`config.mk`:
```
export PLATFORM = sky130hd
export DESIGN_NAME = mfb_seq
export DESIGN_NICKNAME = d
export VERILOG_FILES = /design/src/rtl/mfb_pkg.sv /design/src/rtl/mfb_seq.sv
export SDC_FILE = /design/constraint.sdc
export NUM_CORES = 1
export LEC_CHECK = 0
export BUFFER_PORTS_ARGS = -buffer_cell sky130_fd_sc_hd__buf_2
export CORE_ASPECT_RATIO = 0.9
export CORE_UTILIZATION = 30
export CTS_BUF_LIST = sky130_fd_sc_hd__clkbuf_16
export CTS_CLUSTER_SIZE = 10
export DETAILED_ROUTE_END_ITERATION = 8
export PLACE_DENSITY = 0.54
export SLEW_MARGIN = 40
export SYNTH_ARGS = -nofsm -noshare
export SYNTH_HDL_FRONTEND = slang
export SYNTH_SLANG_ARGS = --single-unit
export TNS_END_PERCENT = 100
```
`constraint.sdc`:
```
create_clock -name clk -period 6.2 [get_ports clk]
set_input_delay 0.62 -clock clk [delete_from_list [all_inputs] [get_ports clk]]
set_output_delay 0.62 -clock clk [all_outputs]
set_load 0.05 [all_outputs]
```
`src/rtl/mfb_pkg.sv`:
```
// Shared definitions for the monochrome frame store fill engine.
// Holds store geometry, command and register codes, sequencer states and the byte mask helper.
// No dependencies.
package mfb_pkg;

	localparam int MAX_ROW_BYTES = 64;
	localparam int MAX_ROWS      = 512;
	localparam int STORE_DEPTH   = MAX_ROW_BYTES * MAX_ROWS;
	localparam int ADDR_W        = $clog2(STORE_DEPTH);
	localparam int COL_BYTE_W    = $clog2(MAX_ROW_BYTES);
	localparam int BYTE_W        = 8;

	localparam logic [6:0] ROW_BYTES_RST = 7'd16;
	localparam logic [9:0] ROW_COUNT_RST = 10'd128;
	localparam logic [6:0] ROW_BYTES_SAT = 7'(MAX_ROW_BYTES);
	localparam logic [9:0] ROW_COUNT_SAT = 10'(MAX_ROWS);

	typedef enum logic [1:0] {
		MODE_SET   = 2'd0,
		MODE_READ  = 2'd1,
		MODE_FILL  = 2'd2,
		MODE_CLEAR = 2'd3
	} mode_t;

	typedef enum logic {
		REG_ROW_BYTES = 1'b0,
		REG_ROW_COUNT = 1'b1
	} reg_idx_t;

	typedef enum logic [2:0] {
		ST_INIT,
		ST_IDLE,
		ST_SETUP,
		ST_PIX_RD,
		ST_PIX_WR,
		ST_FILL_RD,
		ST_FILL_WR,
		ST_DONE
	} state_t;

	typedef struct packed {
		logic              we;
		logic [ADDR_W-1:0] waddr;
		logic [BYTE_W-1:0] wdata;
		logic [ADDR_W-1:0] raddr;
	} ram_req_t;

	// bits for columns lead..7-trail of one byte, MSB first
	function automatic logic [BYTE_W-1:0] byte_mask(input logic [2:0] lead,
			input logic [2:0] trail);
		byte_mask = (8'hFF >> lead) & (8'hFF << trail);
	endfunction

endpackage

```
`src/rtl/mfb_seq.sv`:
```
// Command sequencer and byte address unit for the frame store engine.
// Runs the post-reset clearing pass and the read-modify-write loops. Uses mfb_pkg.
module mfb_seq (
	input  logic                      clk,
	input  logic                      arst_n,
	input  logic                      in_valid,
	output logic                      in_ready,
	input  logic [1:0]                mode,
	input  logic [8:0]                pos_x,
	input  logic [8:0]                pos_y,
	input  logic [9:0]                rect_width,
	input  logic [9:0]                rect_height,
	input  logic                      pixel_value,
	output logic                      out_valid,
	input  logic                      out_ready,
	output logic                      read_value,
	output logic                      in_range,
	input  logic [6:0]                rb,
	input  logic [9:0]                rc,
	output mfb_pkg::ram_req_t         ram_req,
	input  logic [mfb_pkg::BYTE_W-1:0] ram_rdata
);

	mfb_pkg::state_t state_q, state_d;

	logic [mfb_pkg::ADDR_W-1:0]     clr_cnt_q;
	mfb_pkg::mode_t                 mode_q;
	logic [8:0]                     px_q;
	logic [8:0]                     py_q;
	logic [9:0]                     rw_q;
	logic [9:0]                     rh_q;
	logic                           val_q;
	logic                           inside_q;
	logic                           rd_q;
	logic [8:0]                     x0_q;
	logic [2:0]                     xl_lo_q;
	logic [9:0]                     y_q;
	logic [9:0]                     y1_q;
	logic [mfb_pkg::COL_BYTE_W-1:0] bfirst_q;
	logic [mfb_pkg::COL_BYTE_W-1:0] blast_q;
	logic [mfb_pkg::COL_BYTE_W-1:0] b_q;
	logic [mfb_pkg::ADDR_W-1:0]     row_base_q;
	logic                           out_valid_q;
	logic                           read_value_q;
	logic                           in_range_q;

	// setup geometry
	logic        is_clear;
	logic        is_pixel;
	logic [9:0]  wpix;
	logic        pix_in_frame;
	logic [8:0]  x0;
	logic [8:0]  y0;
	logic [10:0] x_end_raw;
	logic [10:0] y_end_raw;
	logic [9:0]  x_end;
	logic [9:0]  y_end;
	logic [9:0]  x_last;
	logic        area_ok;
	logic [15:0] prod;

	// loop datapath
	logic [mfb_pkg::ADDR_W-1:0] addr_cur;
	logic [mfb_pkg::ADDR_W-1:0] row_next;
	logic [9:0]                 y_next;
	logic                       row_end;
	logic                       loop_end;
	logic [2:0]                 lead;
	logic [2:0]                 trail;
	logic [mfb_pkg::BYTE_W-1:0] fmask;
	logic [mfb_pkg::BYTE_W-1:0] pbit;
	logic                       accept;
	logic                       out_load;

	assign is_clear     = (mode_q == mfb_pkg::MODE_CLEAR);
	assign is_pixel     = (mode_q == mfb_pkg::MODE_SET) || (mode_q == mfb_pkg::MODE_READ);
	assign wpix         = {rb, 3'b000};
	assign pix_in_frame = ({1'b0, px_q} < wpix) && ({1'b0, py_q} < rc);
	assign x0        = is_clear ? 9'd0 : px_q;
	assign y0        = is_clear ? 9'd0 : py_q;
	assign x_end_raw = is_clear ? {1'b0, wpix} : ({2'b00, px_q} + {1'b0, rw_q});
	assign y_end_raw = is_clear ? {1'b0, rc} : ({2'b00, py_q} + {1'b0, rh_q});
	assign x_end     = (x_end_raw > {1'b0, wpix}) ? wpix : x_end_raw[9:0];
	assign y_end     = (y_end_raw > {1'b0, rc}) ? rc : y_end_raw[9:0];
	assign x_last    = x_end - 10'd1;
	assign area_ok   = ({1'b0, x0} < x_end) && ({1'b0, y0} < y_end);
	assign prod      = y0 * rb;

	assign addr_cur = row_base_q + mfb_pkg::ADDR_W'(b_q);
	assign row_next = row_base_q + mfb_pkg::ADDR_W'(rb);
	assign y_next   = y_q + 10'd1;
	assign row_end  = (b_q == blast_q);
	assign loop_end = row_end && (y_next == y1_q);
	assign lead     = (b_q == bfirst_q) ? x0_q[2:0] : 3'd0;
	assign trail    = row_end ? (3'd7 - xl_lo_q) : 3'd0;
	assign fmask    = mfb_pkg::byte_mask(lead, trail);
	assign pbit     = 8'h80 >> px_q[2:0];

	assign accept   = in_valid && in_ready;
	assign out_load = (state_q == mfb_pkg::ST_DONE) && (!out_valid_q || out_ready);

	// next state
	always_comb begin
		state_d = state_q;
		unique case (state_q)
			mfb_pkg::ST_INIT: begin
				if (&clr_cnt_q) begin
					state_d = mfb_pkg::ST_IDLE;
				end
			end
			mfb_pkg::ST_IDLE: begin
				if (in_valid) begin
					state_d = mfb_pkg::ST_SETUP;
				end
			end
			mfb_pkg::ST_SETUP: begin
				if (is_pixel) begin
					state_d = pix_in_frame ? mfb_pkg::ST_PIX_RD : mfb_pkg::ST_DONE;
				end else begin
					state_d = area_ok ? mfb_pkg::ST_FILL_RD : mfb_pkg::ST_DONE;
				end
			end
			mfb_pkg::ST_PIX_RD:  state_d = mfb_pkg::ST_PIX_WR;
			mfb_pkg::ST_PIX_WR:  state_d = mfb_pkg::ST_DONE;
			mfb_pkg::ST_FILL_RD: state_d = mfb_pkg::ST_FILL_WR;
			mfb_pkg::ST_FILL_WR: begin
				state_d = loop_end ? mfb_pkg::ST_DONE : mfb_pkg::ST_FILL_RD;
			end
			mfb_pkg::ST_DONE: begin
				if (out_load) begin
					state_d = mfb_pkg::ST_IDLE;
				end
			end
			default: state_d = mfb_pkg::ST_INIT;
		endcase
	end

	// outputs
	always_comb begin
		in_ready      = 1'b0;
		ram_req.we    = 1'b0;
		ram_req.waddr = addr_cur;
		ram_req.wdata = '0;
		ram_req.raddr = addr_cur;
		unique case (state_q)
			mfb_pkg::ST_INIT: begin
				ram_req.we    = 1'b1;
				ram_req.waddr = clr_cnt_q;
			end
			mfb_pkg::ST_IDLE: begin
				in_ready = 1'b1;
			end
			mfb_pkg::ST_PIX_WR: begin
				ram_req.we    = (mode_q == mfb_pkg::MODE_SET);
				ram_req.wdata = val_q ? (ram_rdata | pbit) : (ram_rdata & ~pbit);
			end
			mfb_pkg::ST_FILL_WR: begin
				ram_req.we    = 1'b1;
				ram_req.wdata = val_q ? (ram_rdata | fmask) : (ram_rdata & ~fmask);
			end
			default: begin
			end
		endcase
	end

	always_ff @(posedge clk or negedge arst_n) begin
		if (!arst_n) begin
			state_q     <= mfb_pkg::ST_INIT;
			clr_cnt_q   <= '0;
			out_valid_q <= 1'b0;
		end else begin
			state_q <= state_d;
			if (state_q == mfb_pkg::ST_INIT) begin
				clr_cnt_q <= clr_cnt_q + 1'b1;
			end
			if (out_load) begin
				out_valid_q <= 1'b1;
			end else if (out_ready) begin
				out_valid_q <= 1'b0;
			end
		end
	end

	// datapath, no reset needed
	always_ff @(posedge clk) begin
		if (accept) begin
			mode_q <= mfb_pkg::mode_t'(mode);
			px_q   <= pos_x;
			py_q   <= pos_y;
			rw_q   <= rect_width;
			rh_q   <= rect_height;
			val_q  <= pixel_value;
		end
		case (state_q)
			mfb_pkg::ST_SETUP: begin
				inside_q   <= pix_in_frame;
				rd_q       <= 1'b0;
				x0_q       <= x0;
				xl_lo_q    <= x_last[2:0];
				y_q        <= {1'b0, y0};
				y1_q       <= y_end;
				bfirst_q   <= x0[8:3];
				blast_q    <= x_last[8:3];
				b_q        <= x0[8:3];
				row_base_q <= prod[mfb_pkg::ADDR_W-1:0];
				// clear writes zeros
				if (is_clear) begin
					val_q <= 1'b0;
				end
			end
			mfb_pkg::ST_PIX_WR: begin
				if (mode_q == mfb_pkg::MODE_READ) begin
					rd_q <= ram_rdata[3'd7 - px_q[2:0]];
				end
			end
			mfb_pkg::ST_FILL_WR: begin
				if (row_end) begin
					b_q        <= bfirst_q;
					y_q        <= y_next;
					row_base_q <= row_next;
				end else begin
					b_q <= b_q + 1'b1;
				end
			end
			default: begin
			end
		endcase
		if (out_load) begin
			read_value_q <= rd_q;
			in_range_q   <= inside_q;
		end
	end

	assign out_valid  = out_valid_q;
	assign read_value = read_value_q;
	assign in_range   = in_range_q;

endmodule

```
# --- After elaboration in Yosys (flattened, before gate mapping) ---
# Cells that the tools add are included.
op_classes:
  bitwise: 7
  n_addsub: 10
  order_cmp: 7
  reduce_logical: 18
  n_mul: 1
  eq_ne: 17
  n_mux: 37
  n_shift: 3
ops:
  columns: ["operator", "n"]
  rows:
  - ["$lt A9 B10 Y1", 4]
  - ["$mux W10", 3]
  - ["$mux W15", 2]
  - ["$pmux W15 S2", 1]
  - ["$and A8 B8 Y8", 3]
  - ["$pmux W3 S8", 1]
  - ["$add A9 B10 Y11", 2]
  - ["$gt A11 B10 Y1", 2]
  - ["$mux W11", 2]
  - ["$mux W3", 7]
  - ["$pmux W10 S2", 1]
  - ["$mux W9", 2]
  - ["$mux W8", 2]
  - ["$not A8 Y8", 2]
  - ["$or A8 B8 Y8", 2]
  - ["$pmux W8 S2", 1]
  - ["$shr A8 B3 Y8 const A", 2]
  - ["$add A15 B1 Y15 const B", 1]
  - ["$add A15 B6 Y15", 1]
  - ["$add A15 B7 Y15", 1]
  - ["$mul A9 B7 Y15", 1]
  - ["$reduce_and A15 Y1", 1]
  - ["$eq A3 B3 Y1 const B", 4]
  - ["$eq A6 B6 Y1", 2]
  - ["27 further kinds", 50]
word_totals:
  register_bits: 123
  word_cells: 121
  out_inout_bits: 43
  inputBits: 70

# --- Longest topological paths before layout ---
depth:
  word_depth: 9
  depth_mapped: 27
  mapped_depth_nobuf: 26

# --- Worst setup path after synthesis ---
# OpenSTA, ideal clock, no wires.
synth_timing:
  kind: "register to register"
  startpoint: "reg mode_q[1]"
  endpoint: "reg row_base_q[13] (netlist name) (data pin)"
  path_stages_with_launch: 18
  setup_time_ns: 0.270
  arrival_time_ns: 4.831
  setup_slack_ns: 1.100
  period_less_slack_ns: 5.100
  n_path_buf: 2
  t_required_ns: 5.930
  path_cell_list: "edfxtp_1 > and2_2 > clkbuf_1 > clkbuf_1 > nor2_1 > nand2_1 > fa_1 > fa_1 > fa_1 > inv_1 > fa_1 > ha_1 > nor3_1 > a211oi_1 > a41o_1 > o41a_1 > xnor2_1 > mux2i_1"
synth_via:
  elab_chain_len: 4
synth_lines:
  columns: ["item", "line", "source"]
  rows:
  - ["start: declaration", "mfb_seq.sv:27", "mfb_pkg::mode_t mode_q;"]
  - ["start signal: assignment", "mfb_seq.sv:187", "mode_q <= mfb_pkg::mode_t'(mode);"]
  - ["$eq A2 B2 Y1", "mfb_seq.sv:75", "assign is_clear = (mode_q == mfb_pkg::MODE_CLEAR);"]
  - ["$mux W9", "mfb_seq.sv:80", "assign y0 = is_clear ? 9'd0 : py_q;"]
  - ["$mul A9 B7 Y15", "mfb_seq.sv:87", "assign prod = y0 * rb;"]
  - ["$pmux W15 S2", "mfb_seq.sv:194", "case (state_q)"]
  - ["end signal: assignment", "mfb_seq.sv:205", "row_base_q <= prod[mfb_pkg::ADDR_W-1:0];"]
  - ["end signal: assignment", "mfb_seq.sv:220", "row_base_q <= row_next;"]
  - ["end: declaration", "mfb_seq.sv:42", "logic [mfb_pkg::ADDR_W-1:0] row_base_q;"]
# No other way between the ends.
# A chain may end at the register's enable or synchronous reset.

# --- Final worst setup path ---
layout_timing:
  startpoint: "reg px_q[3]"
  endpoint: "reg state_q[1]"
layout_via:
  elab_chain_len: 9
  word_cells_on_any_way: 10
  cone_classes: "add/sub (1); order compare (2); mux (6); reduce/logical (1)"
layout_lines:
  columns: ["item", "line", "source"]
  rows:
  - ["start: declaration", "mfb_seq.sv:28", "logic [8:0] px_q;"]
  - ["start signal: assignment", "mfb_seq.sv:188", "px_q <= pos_x;"]
  - ["$add A9 B10 Y11", "mfb_seq.sv:81", "assign x_end_raw = is_clear ? {1'b0, wpix} : ({2'b00, px_q} + {1'b0, rw_q});"]
  - ["$mux W11", "mfb_seq.sv:81", null]
  - ["$gt A11 B10 Y1", "mfb_seq.sv:83", "assign x_end = (x_end_raw > {1'b0, wpix}) ? wpix : x_end_raw[9:0];"]
  - ["$mux W10", "mfb_seq.sv:83", null]
  - ["$lt A9 B10 Y1 *", "mfb_seq.sv:86", "assign area_ok = ({1'b0, x0} < x_end) && ({1'b0, y0} < y_end);"]
  - ["$logic_and A1 B1 Y1 *", "mfb_seq.sv:86", null]
  - ["$mux W2 *", "mfb_seq.sv:120", "state_d = area_ok ? mfb_pkg::ST_FILL_RD : mfb_pkg::ST_DONE;"]
  - ["$mux W3 *", "mfb_seq.sv:117", "if (is_pixel) begin"]
  - ["$pmux W3 S8 *", "mfb_seq.sv:105", "unique case (state_q)"]
  - ["end signal: assignment", "mfb_seq.sv:168", "state_q <= mfb_pkg::ST_INIT;"]
  - ["end signal: assignment", "mfb_seq.sv:172", "state_q <= state_d;"]
  - ["end: declaration", "mfb_seq.sv:24", "mfb_pkg::state_t state_q, state_d;"]
# Mark *: on every way between the ends. The rest lies on a longest branch, timed or not.

==> results.json <==
{
  "yosysWarnings": 0,
  "ys_types": 69,
  "crit_arrival_ps": 6090,
  "tns_ps": 0,
  "die_area_sq_um": 36700,
  "slew_headroom_pct": 37.5,
  "finalCritPeriodShare_pct": 93.6,
  "synth-seq-cells": 123,
  "power_mw": 5.16,
  "postCtsHoldBufs": 0,
  "drtIter0Drc": 457,
  "outcome": "complete, no violations",
  "clock_skew_ps": 12.1,
  "cp-start-kind": "flop",
  "clkSinkCount": 123,
  "grt.overflow.total": 0,
  "hold_class": "in2async",
  "cts.reportedPaths.clkPinSlew_ps": 70,
  "grt_pass1_wl_um": 44200,
  "io_buffer_count": 112,
  "dp_slack_ps": 472,
  "gr-usage-all-layers_pct": 15.3,
  "fmax_ghz": 0.172,
  "fp.dieH_um": 182,
  "wirelength_um": 27500,
  "utilization_pct": 35.4,
  "design_area_sq_um": 12500,
  "wl_per_cell_um": 15.9,
  "layout_common_cells": "nand2_1 (139), ha_1 (113), buf_2 (112), edfxtp_1 (103), inv_1 (93)",
  "crit_path_end_kind": "flop",
  "rows": 65,
  "hold_ws_ps": 140,
  "place_area_sq_um": 11900,
  "post-route-min-period_ps": 5810,
  "cp_max_fo": 14,
  "power_leakage_nw": 5.56,
  "cts_max_path_buffers": 2,
  "hold_violations": 0,
  "clkLatencyLatePin_ps": 430,
  "path_class": "reg2reg",
  "layout-drive-gt1-share_pct": 14.9,
  "cts_buffers": 17,
  "grt_max_degree": 51,
  "post_drt_via_cell_ratio": 4.89,
  "synth_flop_cell": "edfxtp_1",
  "insertedDiodeCount": 0,
  "fillers": 3645,
  "die_x_um": 202,
  "antenna_found_initial": 0,
  "drv_cap": 0,
  "cts_tree": "yes",
  "cts_max_level": 4,
  "nNetsFinal": 1465,
  "drv_slew": 0,
  "required_ps": 6490,
  "drtAntennaViolNets": 0,
  "netlist_area_sq_um": 10800,
  "syn-num-nets": 1366,
  "final_common_cell": "nand2_1",
  "worst_pin_slew_ps": 930,
  "place_hpwl_um": 21600,
  "vias": 8453,
  "place.gp.congestion": 0.801,
  "drc": 0,
  "firstDrtPassIters": 6,
  "synth_seq_area_share_pct": 33.3,
  "avgSynthCellArea_sq_um": 9.40,
  "setup_ws_ps": 395,
  "vdd_ir_drop_max_mv": 0.219,
  "cts_root_buffer": "clkbuf_16",
  "core-area_sq_um": 35200,
  "synth-edff-count": 103,
  "grt_pass1_vias": 8326,
  "area_growth_pct": 15.8,
  "start_util_pct": 30.6,
  "r2r_slack_ps": 390,
  "syn_inst": 1146,
  "stdcell_count": 1727,
  "top_level_ports": 113,
  "async_flop_share_pct": 15.4,
  "finalSetupViolations": 0,
  "rsz0062_at_grt": "false",
  "power.density_nw_per_um2": 414,
  "dp.cells": 1695
}
## flip-flops by register name, indices dropped and copies added, names as in the netlist
signal,flops
val_q,1
y1_q,10
rh_q,10
clr_cnt_q,15
rw_q,10
y_q,10
py_q,9
inside_q,1
b_q,6
blast_q,6
px_q,9
mode_q,2
x0_q,3
xl_lo_q,3
read_value,1
bfirst_q,6
row_base_q,15
in_range,1
rd_q,1
out_valid,1
state_q,3
## synth_stat cells, drive strengths merged, types with 5 or more instances
master / n / share of area [%]
xnor2: 57 / 4.6
o22ai: 8 / 0.46
a21oi: 60 / 2.8
nand2: 140 / 4.9
dfrtp: 19 / 4.4
ha: 113 / 13
fa: 37 / 6.9
mux2i: 16 / 1.6
o21a: 15 / 1.0
or2: 6 / 0.35
o211ai: 5 / 0.35
or3: 5 / 0.34
edfxtp: 103 / 29
mux2: 9 / 0.94
inv: 92 / 3.2
nand3: 35 / 1.6
nand4: 9 / 0.52
and3: 30 / 1.7
buf: 6 / 0.35
clkbuf: 42 / 1.6
a211oi: 6 / 0.46
o21ai: 62 / 2.9
nor3: 21 / 0.98
nand2b: 15 / 0.87
nor4: 5 / 0.29
and2: 23 / 1.4
xor2: 46 / 3.7
o21bai: 6 / 0.42
nor2b: 12 / 0.70
a21o: 19 / 1.3
a22o: 7 / 0.57
nor2: 69 / 2.4
## power breakdown
group	switching (mW)	internal [mW]	total, mW
registers	0.180	1.15	1.33
logic	1.81	1.01	2.82
clock network	0.399	0.608	1.01
total	2.39	2.77	5.16
## worst paths after layout
path / startpoint / to / cells after the start
worst max-delay path: px_q[3]$_DFFE_PP_ / state_q[1]$_DFFE_PN0P_ / 23
worst min-delay path: arst_n / out_valid$_DFFE_PN0P_ / 1
worst max register to register: px_q[3]$_DFFE_PP_ / state_q[1]$_DFFE_PN0P_ / 23
worst min register to register: inside_q$_DFFE_PP_ / in_range$_DFFE_PP_ / 0
max in group asynchronous: arst_n / clr_cnt_q[13]$_DFFE_PN0P_ / 1
min in group clk: rect_width[4] / rw_q[4]$_DFFE_PP_ / 1
## layer usage
| metal | track usage (%) | routed length, um |
|---|---|---|
| met5 | 0 | 0 |
| met3 | 2.89 | 1130 |
| met4 | 3.91 | 312 |
| met2 | 24.2 | 12200 |
| met1 | 21.4 | 13900 |
## layout make-up
cell class | instances | area, sq um | area share (%)
clock inverter | 11 | 72.6 | 0.582
clock buffer | 21 | 526 | 4.21
multi-input combinational | 882 | 6650 | 53.3
inverter | 93 | 349 | 2.80
timing repair buffer | 128 | 701 | 5.62
tap | 469 | 587 | 4.71
sequential | 123 | 3590 | 28.8
## worst max-delay path: stages (launching register included)
cell,delay [ps]
edfxtp_1,440
ha_1,390
and3_1,220
a2111o_1,460
o22ai_1,230
o21ai_0,110
a21oi_1,180
xnor2_1,180
o21ai_0,120
ha_1,290
and4_1,190
a21boi_0,120
o32ai_1,320
o311a_4,400
mux2_2,380
ha_1,290
a21oi_1,160
nor2b_1,60
o21ai_0,160
nand2b_1,80
a2111oi_0,450
o21ai_1,160
o211ai_1,140
o211ai_1,130
## logic make-up after synthesis
group	count (synthesis)	synth area share [%]
adder cells (fa/ha/maj)	150	20.0
XOR/XNOR	103	8.38
buffers and inverters	141	5.24
AO/OA/AOI/OAI	226	13.6
multiplexers	27	2.96
flip-flops	123	33.3
AND/OR/NAND/NOR	376	16.5
## repair_timing
action / in CTS / in global routing
endpoints found under the setup margin: 0 / 1
buffers inserted: 0 / 0
gates resized for setup: 0 / 1
No activity file was read; power rests on OpenSTA's default activity.
